$ cat src/sv/upra_pkg.sv
package upra_pkg;

    // field and register widths
    localparam int SIDE_W    = 1;
    localparam int ECHO_W    = 16;
    localparam int CNT_W     = 7;
    localparam int OFS_W     = 14;
    localparam int GAP_W     = 16;
    localparam int DIST_W    = 18;
    localparam int DIFF_W    = 19;
    localparam int ANG_W     = 16;
    localparam int CFG_IDX_W = 2;
    localparam int CFG_DAT_W = 16;

    // distance arithmetic: raw = round(sum * 6304 / (n * 3625))
    localparam int SUM_W     = 22;
    localparam int NUM_W     = 35;
    localparam int DEN_W     = 18;
    localparam int QUO_W     = 23;
    localparam int REM_W     = 19;
    localparam int DCAND_W   = 25;
    localparam int DIST_MUL  = 6304;
    localparam int DIST_DIV  = 3625;
    localparam int N_MIN     = 1;
    localparam int N_MAX     = 64;
    localparam int DIST_MAX  = 131071;
    localparam int DIST_MIN  = -131072;

    // cordic
    localparam int ANGLE_ITER_DEF = 16;
    localparam int ATAN_STEPS     = 24;
    localparam int ATAN_W         = 22;
    localparam int CORDIC_SCALE   = 20;
    localparam int CW             = 42;
    localparam int Z_W            = 25;
    localparam int STEP_W         = 5;
    localparam int ANGLE_LIMIT    = 23040;

    // reset values of the registers
    localparam int SAMPLE_COUNT_RST = 8;
    localparam int SENSOR_GAP_RST   = 1536;

    typedef enum logic [CFG_IDX_W-1:0] {
        CFG_SAMPLE_COUNT = 2'd0,
        CFG_OFFSET_LEFT  = 2'd1,
        CFG_OFFSET_RIGHT = 2'd2,
        CFG_SENSOR_GAP   = 2'd3
    } t_cfg_idx;

    // atan(2^-i) in 1/65536 degree
    function automatic logic [ATAN_W-1:0] atan_q16(input logic [STEP_W-1:0] i);
        logic [ATAN_W-1:0] v;
        case (i)
            5'd0:    v = 22'd2949120;
            5'd1:    v = 22'd1740967;
            5'd2:    v = 22'd919879;
            5'd3:    v = 22'd466945;
            5'd4:    v = 22'd234379;
            5'd5:    v = 22'd117304;
            5'd6:    v = 22'd58666;
            5'd7:    v = 22'd29335;
            5'd8:    v = 22'd14668;
            5'd9:    v = 22'd7334;
            5'd10:   v = 22'd3667;
            5'd11:   v = 22'd1833;
            5'd12:   v = 22'd917;
            5'd13:   v = 22'd458;
            5'd14:   v = 22'd229;
            5'd15:   v = 22'd115;
            5'd16:   v = 22'd57;
            5'd17:   v = 22'd29;
            5'd18:   v = 22'd14;
            5'd19:   v = 22'd7;
            5'd20:   v = 22'd4;
            5'd21:   v = 22'd2;
            5'd22:   v = 22'd1;
            default: v = 22'd0;
        endcase
        return v;
    endfunction

endpackage

$ cat src/sv/ultrasonic_pair_range_angle_core.sv
// channel   valid         ready         payload
// input     i_in_valid    o_in_ready    i_side, i_echo_us
// output    o_out_valid   i_out_ready   o_side_done, o_distance, o_difference,
//                                       o_angle, o_angle_valid
// config    i_cfg_valid   o_cfg_ready   i_cfg_index, i_cfg_data
//
// a request that does not complete a reading only adds to the running sum and count
// a completed reading runs the multiply and the 23 step restoring divider; a right
//   one then runs ANGLE_ITERATIONS cordic steps (capped at 24), or none when the
//   difference or the gap is zero; divider and cordic pass share one step counter
// o_in_ready is low while a reading is being converted
// a held result in the output register stalls only the next completed reading
// synchronous active-low reset; config writes are always taken
module ultrasonic_pair_range_angle_core
    import upra_pkg::*;
#(
    parameter int ANGLE_ITERATIONS = ANGLE_ITER_DEF
) (
    input  logic                        i_clk,
    input  logic                        i_rst_n,
    input  logic                        i_in_valid,
    output logic                        o_in_ready,
    input  logic [SIDE_W-1:0]           i_side,
    input  logic [ECHO_W-1:0]           i_echo_us,
    output logic                        o_out_valid,
    input  logic                        i_out_ready,
    output logic [SIDE_W-1:0]           o_side_done,
    output logic signed [DIST_W-1:0]    o_distance,
    output logic signed [DIFF_W-1:0]    o_difference,
    output logic signed [ANG_W-1:0]     o_angle,
    output logic                        o_angle_valid,
    input  logic                        i_cfg_valid,
    output logic                        o_cfg_ready,
    input  logic [CFG_IDX_W-1:0]        i_cfg_index,
    input  logic [CFG_DAT_W-1:0]        i_cfg_data
);

    localparam int CSTEPS = (ANGLE_ITERATIONS > ATAN_STEPS) ? ATAN_STEPS : ANGLE_ITERATIONS;
    localparam logic [STEP_W-1:0] CORD_LAST = STEP_W'(CSTEPS - 1);
    localparam logic [STEP_W-1:0] DIV_LAST  = STEP_W'(QUO_W - 1);
    localparam logic signed [DCAND_W-1:0] D_MAX = DCAND_W'(DIST_MAX);
    localparam logic signed [DCAND_W-1:0] D_MIN = DCAND_W'(DIST_MIN);
    localparam logic signed [Z_W-1:0] Z_RND = Z_W'(128);
    localparam logic signed [Z_W-1:0] Z_LIM = Z_W'(ANGLE_LIMIT);
    localparam logic signed [Z_W-1:0] Z_NLIM = -Z_W'(ANGLE_LIMIT);
    localparam logic signed [ANG_W-1:0] A_LIM = ANG_W'(ANGLE_LIMIT);

    typedef enum logic [9:0] {
        S_IDLE  = 10'b00_0000_0001,
        S_MUL   = 10'b00_0000_0010,
        S_PREP  = 10'b00_0000_0100,
        S_DIV   = 10'b00_0000_1000,
        S_DIST  = 10'b00_0001_0000,
        S_DIFF  = 10'b00_0010_0000,
        S_CINIT = 10'b00_0100_0000,
        S_CORD  = 10'b00_1000_0000,
        S_ANG   = 10'b01_0000_0000,
        S_OUT   = 10'b10_0000_0000
    } t_state;

    // config registers
    logic [CNT_W-1:0]        r_sample_count;
    logic signed [OFS_W-1:0] r_offset_left;
    logic signed [OFS_W-1:0] r_offset_right;
    logic [GAP_W-1:0]        r_sensor_gap;

    // accumulation state
    t_state                  r_state;
    logic [SUM_W-1:0]        r_sum;
    logic [CNT_W-1:0]        r_cnt;
    logic [SIDE_W-1:0]       r_side;
    logic signed [DIST_W-1:0] r_left;

    // datapath
    logic [NUM_W-1:0]        r_prod;
    logic [DEN_W-1:0]        r_den;
    logic [REM_W-1:0]        r_rem;
    logic [QUO_W-1:0]        r_quo;
    logic [STEP_W-1:0]       r_step;
    logic signed [DIST_W-1:0] r_dist;
    logic signed [DIFF_W-1:0] r_diff;
    logic signed [CW-1:0]    r_x;
    logic signed [CW-1:0]    r_y;
    logic signed [Z_W-1:0]   r_z;
    logic signed [ANG_W-1:0] r_angle;

    // output register
    logic                    r_out_valid;
    logic [SIDE_W-1:0]       r_o_side;
    logic signed [DIST_W-1:0] r_o_dist;
    logic signed [DIFF_W-1:0] r_o_diff;
    logic signed [ANG_W-1:0] r_o_angle;

    logic                    w_acc;
    logic                    w_same;
    logic [CNT_W-1:0]        w_n;
    logic [SUM_W-1:0]        w_sum_new;
    logic [CNT_W-1:0]        w_cnt_new;
    logic [NUM_W-1:0]        w_num;
    logic [REM_W-1:0]        w_trial;
    logic                    w_qbit;
    logic signed [DCAND_W-1:0] w_dcand;
    logic signed [DIST_W-1:0] w_dsat;
    logic                    w_neg;
    logic [DIFF_W-1:0]       w_mag;
    logic signed [CW-1:0]    w_xs;
    logic signed [CW-1:0]    w_ys;
    logic                    w_ypos;
    logic signed [Z_W-1:0]   w_atan;
    logic signed [Z_W-1:0]   w_zr;
    logic signed [Z_W-1:0]   w_zsat;
    logic                    w_out_free;

    assign o_in_ready  = (r_state == S_IDLE);
    assign o_cfg_ready = 1'b1;
    assign w_acc       = i_in_valid && o_in_ready;
    assign w_out_free  = !r_out_valid || i_out_ready;

    always_comb begin
        if (r_sample_count < CNT_W'(N_MIN)) begin
            w_n = CNT_W'(N_MIN);
        end else if (r_sample_count > CNT_W'(N_MAX)) begin
            w_n = CNT_W'(N_MAX);
        end else begin
            w_n = r_sample_count;
        end
    end

    // a sample from the other side starts a fresh reading
    assign w_same    = (i_side == r_side);
    assign w_sum_new = (w_same ? r_sum : '0) + SUM_W'(i_echo_us);
    assign w_cnt_new = (w_same ? r_cnt : '0) + CNT_W'(1);

    // divider: num + den/2 for round half up, top bits seed the remainder
    assign w_num   = r_prod + NUM_W'(r_den >> 1);
    assign w_trial = {r_rem[REM_W-2:0], r_quo[QUO_W-1]};
    assign w_qbit  = (w_trial >= REM_W'(r_den));

    always_comb begin
        w_dcand = $signed({2'b00, r_quo})
                - $signed(DCAND_W'(r_side != '0 ? r_offset_right : r_offset_left));
        if (r_side == '0) begin
            w_dcand = $signed({2'b00, r_quo}) - DCAND_W'(r_offset_left);
        end else begin
            w_dcand = $signed({2'b00, r_quo}) - DCAND_W'(r_offset_right);
        end
        if (w_dcand > D_MAX) begin
            w_dsat = DIST_W'(D_MAX);
        end else if (w_dcand < D_MIN) begin
            w_dsat = DIST_W'(D_MIN);
        end else begin
            w_dsat = w_dcand[DIST_W-1:0];
        end
    end

    assign w_neg  = r_diff[DIFF_W-1];
    assign w_mag  = w_neg ? DIFF_W'(-r_diff) : DIFF_W'(r_diff);
    assign w_xs   = r_x >>> r_step;
    assign w_ys   = r_y >>> r_step;
    assign w_ypos = !r_y[CW-1] && (r_y != '0);
    assign w_atan = $signed({{(Z_W-ATAN_W){1'b0}}, atan_q16(r_step)});

    always_comb begin
        w_zr = (r_z + Z_RND) >>> 8;
        if (w_zr > Z_LIM) begin
            w_zsat = Z_LIM;
        end else if (w_zr < Z_NLIM) begin
            w_zsat = Z_NLIM;
        end else begin
            w_zsat = w_zr;
        end
    end

    // config writes
    always_ff @(posedge i_clk) begin
        if (!i_rst_n) begin
            r_sample_count <= CNT_W'(SAMPLE_COUNT_RST);
            r_offset_left  <= '0;
            r_offset_right <= '0;
            r_sensor_gap   <= GAP_W'(SENSOR_GAP_RST);
        end else if (i_cfg_valid) begin
            case (t_cfg_idx'(i_cfg_index))
                CFG_SAMPLE_COUNT: r_sample_count <= i_cfg_data[CNT_W-1:0];
                CFG_OFFSET_LEFT:  r_offset_left  <= $signed(i_cfg_data[OFS_W-1:0]);
                CFG_OFFSET_RIGHT: r_offset_right <= $signed(i_cfg_data[OFS_W-1:0]);
                CFG_SENSOR_GAP:   r_sensor_gap   <= i_cfg_data[GAP_W-1:0];
                default: ;
            endcase
        end
    end

    // control and accumulation
    always_ff @(posedge i_clk) begin
        if (!i_rst_n) begin
            r_state     <= S_IDLE;
            r_sum       <= '0;
            r_cnt       <= '0;
            r_side      <= '0;
            r_left      <= '0;
            r_out_valid <= 1'b0;
        end else begin
            if (r_state == S_OUT && w_out_free) begin
                r_out_valid <= 1'b1;
            end else if (i_out_ready) begin
                r_out_valid <= 1'b0;
            end
            case (r_state)
                S_IDLE: begin
                    if (w_acc) begin
                        r_side <= i_side;
                        r_sum  <= w_sum_new;
                        if (w_cnt_new >= w_n) begin
                            r_cnt   <= '0;
                            r_state <= S_MUL;
                        end else begin
                            r_cnt <= w_cnt_new;
                        end
                    end
                end
                S_MUL: begin
                    r_sum   <= '0;
                    r_state <= S_PREP;
                end
                S_PREP:  r_state <= S_DIV;
                S_DIV: begin
                    if (r_step == DIV_LAST) begin
                        r_state <= S_DIST;
                    end
                end
                S_DIST: begin
                    r_state <= S_DIFF;
                end
                S_DIFF: begin
                    if (r_side == '0) begin
                        r_left  <= r_dist;
                        r_state <= S_OUT;
                    end else begin
                        r_state <= S_CINIT;
                    end
                end
                S_CINIT: begin
                    if (r_diff == '0 || r_sensor_gap == '0) begin
                        r_state <= S_OUT;
                    end else begin
                        r_state <= S_CORD;
                    end
                end
                S_CORD: begin
                    if (r_step == CORD_LAST) begin
                        r_state <= S_ANG;
                    end
                end
                S_ANG:   r_state <= S_OUT;
                S_OUT: begin
                    if (w_out_free) begin
                        r_state <= S_IDLE;
                    end
                end
                default: r_state <= S_IDLE;
            endcase
        end
    end

    // datapath registers
    always_ff @(posedge i_clk) begin
        case (r_state)
            S_MUL: begin
                r_prod <= NUM_W'(r_sum) * NUM_W'(DIST_MUL);
                r_den  <= DEN_W'(w_n) * DEN_W'(DIST_DIV);
            end
            S_PREP: begin
                r_rem  <= REM_W'(w_num[NUM_W-1:QUO_W]);
                r_quo  <= w_num[QUO_W-1:0];
                r_step <= '0;
            end
            S_DIV: begin
                // quotient bits shift in as numerator bits shift out
                r_rem  <= w_qbit ? (w_trial - REM_W'(r_den)) : w_trial;
                r_quo  <= {r_quo[QUO_W-2:0], w_qbit};
                r_step <= r_step + STEP_W'(1);
            end
            S_DIST: begin
                r_dist <= w_dsat;
            end
            S_DIFF: begin
                r_diff  <= $signed({r_left[DIST_W-1], r_left})
                         - $signed({r_dist[DIST_W-1], r_dist});
                r_angle <= '0;
            end
            S_CINIT: begin
                if (r_diff == '0) begin
                    r_angle <= '0;
                end else begin
                    r_angle <= w_neg ? -A_LIM : A_LIM;
                end
                r_x    <= $signed({{(CW-GAP_W-CORDIC_SCALE){1'b0}}, r_sensor_gap,
                                   {CORDIC_SCALE{1'b0}}});
                r_y    <= $signed({{(CW-DIFF_W-CORDIC_SCALE){1'b0}}, w_mag,
                                   {CORDIC_SCALE{1'b0}}});
                r_z    <= '0;
                r_step <= '0;
            end
            S_CORD: begin
                if (w_ypos) begin
                    r_x <= r_x + w_ys;
                    r_y <= r_y - w_xs;
                    r_z <= r_z + w_atan;
                end else begin
                    r_x <= r_x - w_ys;
                    r_y <= r_y + w_xs;
                    r_z <= r_z - w_atan;
                end
                r_step <= r_step + STEP_W'(1);
            end
            S_ANG: begin
                r_angle <= w_neg ? -ANG_W'(w_zsat) : ANG_W'(w_zsat);
            end
            S_OUT: begin
                if (w_out_free) begin
                    r_o_side  <= r_side;
                    r_o_dist  <= r_dist;
                    r_o_diff  <= (r_side == '0) ? '0 : r_diff;
                    r_o_angle <= (r_side == '0) ? '0 : r_angle;
                end
            end
            default: ;
        endcase
    end

    assign o_out_valid   = r_out_valid;
    assign o_side_done   = r_o_side;
    assign o_distance    = r_o_dist;
    assign o_difference  = r_o_diff;
    assign o_angle       = r_o_angle;
    assign o_angle_valid = r_o_side[0];

`ifndef SYNTHESIS
    a_rem_below_den: assert property (@(posedge i_clk) disable iff (!i_rst_n)
        (r_state == S_DIST) |-> (r_rem < REM_W'(r_den)))
        else $error("divider remainder not below divisor");

    a_left_no_angle: assert property (@(posedge i_clk) disable iff (!i_rst_n)
        (o_out_valid && !o_angle_valid) |-> (o_difference == '0 && o_angle == '0))
        else $error("left reading carries difference or angle");

    a_angle_range: assert property (@(posedge i_clk) disable iff (!i_rst_n)
        o_out_valid |-> (o_angle <= A_LIM && o_angle >= -A_LIM))
        else $error("angle out of range");

    a_load_when_free: assert property (@(posedge i_clk) disable iff (!i_rst_n)
        (r_state == S_OUT && w_out_free) |=> (r_out_valid && r_state == S_IDLE))
        else $error("result not loaded into output register");
`endif

endmodule
$ cat config.mk
export PLATFORM = sky130hd
export DESIGN_NAME = ultrasonic_pair_range_angle_core
export DESIGN_NICKNAME = d
export VERILOG_FILES = /design/src/sv/upra_pkg.sv /design/src/sv/ultrasonic_pair_range_angle_core.sv
export SDC_FILE = /design/constraint.sdc
export NUM_CORES = 2
export LEC_CHECK = 0
export BUFFER_PORTS_ARGS = -buffer_cell sky130_fd_sc_hd__buf_2
export CELL_PAD_IN_SITES_DETAIL_PLACEMENT = 0
export CELL_PAD_IN_SITES_GLOBAL_PLACEMENT = 2
export CORE_UTILIZATION = 27
export DETAILED_ROUTE_END_ITERATION = 10
export GPL_ROUTABILITY_DRIVEN = 1
export GPL_TIMING_DRIVEN = 0
export PLACE_DENSITY_LB_ADDON = 0.25
export SLEW_MARGIN = 20
export SYNTH_ARGS = -nofsm -noshare
export SYNTH_HDL_FRONTEND = slang
export SYNTH_SLANG_ARGS = --single-unit
$ cat constraint.sdc
create_clock -name i_clk -period 9.6 [get_ports i_clk]
set_clock_uncertainty 0.2 [all_clocks]
set_input_delay 0.96 -clock i_clk [delete_from_list [all_inputs] [get_ports i_clk]]
set_output_delay 0.96 -clock i_clk [all_outputs]
set_load 0.005 [all_outputs]
**After elaboration in Yosys (flattened, before gate mapping)**

Memories as Yosys holds them, arrays and structs flattened. A register that Yosys moved wholly into a read port is not among the register bits.
Cells that the tools add are included.

- Magnitude comparators: 8
- Reduce and logical (&&, ||, !) cells: 28
- Mux-type cells: 37
- $add $sub $neg: 17
- Bitwise gates (word level): 1
- Multiply operators: 2
- Eq/ne operators: 21
- Shift operators: 2

Operator list:

| operator | count |
|---|---|
| case mux 42 bit (2 select lines) | 2 |
| case mux 10 bit (10 select lines) | 1 |
| adder 42 bit | 2 |
| 2-to-1 mux 42 bit | 2 |
| >>> shifter 42 x 5 -> 42 bit | 2 |
| subtractor 42 bit | 2 |
| 2-to-1 mux 16 bit | 5 |
| 2-to-1 mux 10 bit | 7 |
| 2-to-1 mux 25 bit | 2 |
| case mux 25 bit (2 select lines) | 1 |
| subtractor 24 x 14 -> 25 bit | 2 |
| case mux 16 bit (3 select lines) | 1 |
| case mux 23 bit (2 select lines) | 1 |
| 2-to-1 mux 22 bit | 2 |
| case mux 22 bit (2 select lines) | 1 |
| nonzero test 42 bit | 1 |
| 2-to-1 mux 18 bit | 2 |
| case mux 18 bit (2 select lines) | 1 |
| adder 35 x 17 -> 35 bit | 1 |
| multiplier 22 x 8 -> 30 bit (second input constant) | 1 |
| 2-to-1 mux 7 bit | 4 |
| adder 25 x 23 -> 25 bit | 1 |
| adder 25 x 9 -> 25 bit (second input constant) | 1 |
| > comparator 25 x 18 -> 1 bit (second input constant) | 1 |
| 49 further kinds | 70 |

- Register bits after elaboration: 420
- Bits in read-only memories: 704
- Memories kept: 1
- Logic and storage cells: 142

Memory list:

| memory | words | width | read ports | clocked after memory_dff | write ports | line | source |
|---|---|---|---|---|---|---|---|
| (name not given) | 32 | 22 | 1 | 1 | 0 | upra_pkg.sv:53 | `case (i)` |

**Longest topological paths before layout**

- Depth after elaboration: 7
- Depth in mapped cells: 33
- Depth with buffers taken out: 24

**Least setup slack after synthesis**

Ideal clock, no wire load.

- Path type: reg-to-reg
- Start: reg r_step[1]
- End: reg r_x[40], data pin
- Buffers on the path: 9
- Required time: 9.134 ns
- Stages on the path, launching flop included: 32
- Data arrival time: 7.132 ns
- Setup slack: 2.002 ns
- Setup time: 0.266 ns
- Path through: edfxtp_1 buf_6 buf_12 buf_4 buf_4 buf_4 buf_2 buf_4 buf_1 mux2_2 o22ai_1 a211oi_1 a211oi_1 ha_1 nand2_1 or4_4 or4_1 buf_2 o31ai_1 xor2_1 ha_1 a21o_1 a21o_1 a211oi_1 o21ai_0 a21o_1 o2bb2ai_1 a2111oi_0 o21bai_1 a21oi_1 xor2_1 nor2_1

- Longest elaborated chain between the ends: 4
- Elaborated cells between the ends (all ways): 5
- Classes of those cells: add/sub (2); shift (1); mux (2)

Ends and longest elaborated chain:

| item | line | source |
|---|---|---|
| start, declared | ultrasonic_pair_range_angle_core.sv:79 | `logic [STEP_W-1:0] r_step;` |
| start signal, assigned | ultrasonic_pair_range_angle_core.sv:280 | `r_step <= r_step + STEP_W'(1);` |
| start signal, assigned | ultrasonic_pair_range_angle_core.sv:313 | `r_step <= r_step + STEP_W'(1);` |
| >>> shifter 42 x 5 -> 42 bit (*) | ultrasonic_pair_range_angle_core.sv:159 | `assign w_ys = r_y >>> r_step;` |
| subtractor 42 bit or adder 42 bit (tied branches) | ultrasonic_pair_range_angle_core.sv:309, ultrasonic_pair_range_angle_core.sv:305 |  |
| 2-to-1 mux 42 bit (*) | ultrasonic_pair_range_angle_core.sv:304 | `if (w_ypos) begin` |
| case mux 42 bit (2 select lines) (*) | ultrasonic_pair_range_angle_core.sv:266 | `case (r_state)` |
| end signal, assigned | ultrasonic_pair_range_angle_core.sv:296 | `r_x <= $signed({{(CW-GAP_W-CORDIC_SCALE){1'b0}}, r_sensor_gap,` |
| end signal, assigned | ultrasonic_pair_range_angle_core.sv:305 | `r_x <= r_x + w_ys;` |
| end signal, assigned | ultrasonic_pair_range_angle_core.sv:309 | `r_x <= r_x - w_ys;` |
| end, declared | ultrasonic_pair_range_angle_core.sv:82 | `logic signed [CW-1:0] r_x;` |

Mark *: on every way between the ends. The rest lies on a longest branch, timed or not.
A chain may end at the register's enable or synchronous reset.

**Worst setup path in the final report**

- Start: reg r_step[0]
- End: reg r_x[40], data pin

The elaborated chain is that of the path after synthesis.

==> flow_summary.yaml <==
synth:
  yosys.area.top_type: "edfxtp_1"
  synth_area_per_cell_um2: 8.987
  async_flop_share_pct: 0
  synth.most_common_cell: "nand2_1"
  synth_top_area_share_pct: 23.06
  yosysSeqAreaShare_pct: 29.60
  yosys_register_bits: 442
  yosys.cell_types.count: 102
  syn_inst: 4492
  synthFlopType: "edfxtp_1"
  synth_edf_count: 310
  syn_nets: 4937
  ys_top_cells_by_area: "edfxtp_1 (23%), ha_1 (11%), dfxtp_1 (6.5%), mux4_2 (5.4%), xnor2_1 (4.8%)"
  yosys_warnings: 0
  synth_area_um2: 40370
  synthTopCellsByCount: "nand2_1 (442), nor2_1 (393), ha_1 (356)"
floorplanning:
  start_util_pct: 27.27
  io_pins: 98
  rows: 141
  dieArea_um2: 151100
  die_w_um: 388.7
  core_um2: 148000
  die_h_um: 388.7
critical_path:
  cp.buffers_inverters: 5
  cp_common_cell: "buf_4"
  cp.required_ns: 9.80
  crit_chain: "buf_4 > buf_2 > buf_4 > buf_4 > buf_1 > mux4_2 > o221ai_1 > o2111ai_1 > o32a_1 > nor4_1 > nand2_1 > o21ai_0 > xor2_1 > ha_1 > nand3_1 > o21ai_0 > a21oi_1 > o2bb2ai_1 > a2111oi_1 > o21bai_1 > a21oi_1 > xor2_1 > nor2_1"
  crit_path_end_kind: "flop"
  worst-setup-path-type: "reg -> reg"
  critPathMaxStageDelay_ns: 0.86
  critPathMaxFanout: 10
  worst_ep_arrival_time_ns: 9.48
  cpLargestDelayFamily: "compound AO/OA/AOI/OAI gates"
  cp_slowest_cell: "buf_1"
  crit_path_start_kind: "flop"
min_path:
  hp-class: "reg -> reg"
clocking:
  root_buffer: "clkbuf_16"
  ctsHoldBuffers: 0
  htreeDepth: 2
  clock_latency_ns: 0.70
  numCtsBuffers: 59
  clk_path_buf_depth: 3
  cts.sinks: 442
  cts_tree: "yes"
  clkTransAtPathRegs_ns: 0.07
timing:
  hold_viol: 0
  slew_viol_final: 0
  setup_viol: 0
  max_freq_ghz: 0.1078
  setup_slack_ns: 0.3196
  worstMarginPinSlew_ns: 1.213
  relSlewSlack_pct: 18.81
  rsz0062_at_grt: "no"
  period_share_pct: 96.67
  finalCriticalPeriod_ns: 9.280
detailed_routing:
  viasPerCell: 5.366
  firstDrtPassIters: 6
  wl_per_cell_um: 25.45
  ant_nets: 0
  routed_wl_mm: 169.0
  drtIter0Drc: 2888
  drc_errors: 0
  vias: 35630
run_status:
  outcome: "completed"
power:
  total_power_mw: 5.374
  peakVddDrop_mv: 0.1301
  leakagePower_nw: 17.99
  power.density_nw_per_um2: 117.8
finish:
  area_growth_pct: 12.96
  design_area_um2: 45600
  drive_gt1_share_pct: 10.37
  utilization_pct: 30.81
  final-instance-count-excl-fill: 6639
  fin_nets: 5104
global_routing:
  gr-total-overflow: 0
  grt_pass1_vias: 35540
  grt_pass1_wl_mm: 246.1
  grt_antenna_before_repair: 9
  grt_max_degree: 48
  track_usage_pct: 21.94
placement:
  dp_hpwl_mm: 133.6
  place_area_um2: 43510
  dp_cells: 6527
  pre_cts_ws_ns: -0.7703
  gp_congestion: 1.078
  port_buffers: 96
job:
  drv_cap: 0
==> where the power goes <==
| part | total [mW] | switching (mW) | internal, mW |
|---|---|---|---|
| registers | 2.13 | 0.0447 | 2.09 |
| clock network | 2.36 | 0.974 | 1.39 |
| logic | 0.880 | 0.535 | 0.346 |
| total | 5.37 | 1.55 | 3.82 |
==> placed cells by master, fill, tap and decap left out, types with 19 or more instances in the layout <==
master     synthesis  routed
inv_1            250     249
mux2i_1          102     101
buf_2             28     124
nand3_1           97      97
a21o_1            91      91
xnor2_1          223     223
and3_1            36      36
a22oi_1           19      19
ha_1             356     356
mux4_2            96      96
a31oi_1           29      29
dfxtp_1          132     132
and2_1            71      71
o211ai_1          31      31
edfxtp_1         310     310
or3_1             30      30
nand4_1           35      35
a211oi_1          46      42
clkbuf_16          0      59
nor3_1            75      73
fa_1              49      49
clkbuf_1         124     123
nor4_1            33      31
o21bai_1          26      26
o31ai_1           31      31
xor2_1           135     135
a21oi_1          354     354
o21ai_0          266     266
mux2_2            55      55
nand2_1          442     441
o22ai_1           42      42
nor2b_1           47      45
or2_2             23      23
o21a_1            38      38
nand2b_1          62      62
nor2_1           393     392
==> through the flow <==
stage          TNS (ns)  hold WS [ns]
6_report              0        0.2203
5_1_grt               0        0.2525
3_5_place_dp     -9.099        0.2251
3_3_place_gp     -13.72        0.2175
4_1_cts               0        0.2276
2_1_floorplan         0        0.2064
==> cell families after synthesis <==
| group | after synthesis | share of synthesized area (%) |
|---|---|---|
| buffers and inverters | 445 | 4.441 |
| flip-flops | 442 | 29.60 |
| multiplexers | 260 | 9.744 |
| XOR/XNOR | 358 | 7.767 |
| other | 1 | 0.009289 |
| AO/OA/AOI/OAI | 1151 | 18.00 |
| adder cells (fa/ha/maj) | 406 | 13.49 |
| AND/OR/NAND/NOR | 1429 | 16.95 |
==> worst paths after layout <==
check / from / end / slack (ns) / cells after the start
worst min-delay path: r_side / o_angle_valid / 0.22 / 0
worst max-delay path: r_step[0] / r_x[40] / 0.32 / 23
worst min register to register: r_side / o_angle_valid / 0.22 / 0
worst max register to register: r_step[0] / r_x[40] / 0.32 / 23
==> layer usage <==
metal | vias up | global-route usage, % | share of wire (%)
li1 | 16830 | - | -
met1 | 17360 | 27.81 | 43
met2 | 1065 | 35.70 | 46
met3 | 364 | 4.370 | 6.4
met4 | 10 | 10.18 | 5.1
met5 | - | 0 | 0.024
==> flip-flops by register name, indices dropped and copies added (netlist names), 16 cells and up <==
register,flops
o_angle,16
r_sensor_gap,16
r_sum,22
w_atan,22
r_x,42
r_rem,18
r_y,42
r_quo,23
r_z,25
r_den,18
o_distance,18
r_prod,30
r_left,18
r_diff,19
o_difference,19
r_angle,16
r_dist,18
==> timing repair <==
item,4_1_cts,5_1_grt
hold endpoints to repair,0,0
resized for setup,9,15
setup buffers,1,2
pin swaps,1,2
endpoints found under the setup margin,24,16
==> final cells by class <==
type,count,area (um^2)
fill,15650,102400
multi-input combinational,3605,26720
sequential,442,11950
tap,1930,2415
clock buffer,71,1541
inverter,255,957.2
buffer,188,853.3
timing repair buffer,108,688.2
clock inverter,39,475.5
antenna,1,2.502
==> worst register-to-register path: stages, from the launching register on <==
cell and delay [ns]:
edfxtp_1 0.37, buf_4 0.24, buf_2 0.36, buf_4 0.31, buf_4 0.31, buf_1 0.86
mux4_2 0.48, o221ai_1 0.82, o2111ai_1 0.67, o32a_1 0.37, nor4_1 0.52, nand2_1 0.30
o21ai_0 0.29, xor2_1 0.17, ha_1 0.29, nand3_1 0.26, o21ai_0 0.14, a21oi_1 0.60
o2bb2ai_1 0.28, a2111oi_1 0.56, o21bai_1 0.19, a21oi_1 0.20, xor2_1 0.16, nor2_1 0.05
(Power assumes the default switching activity.)
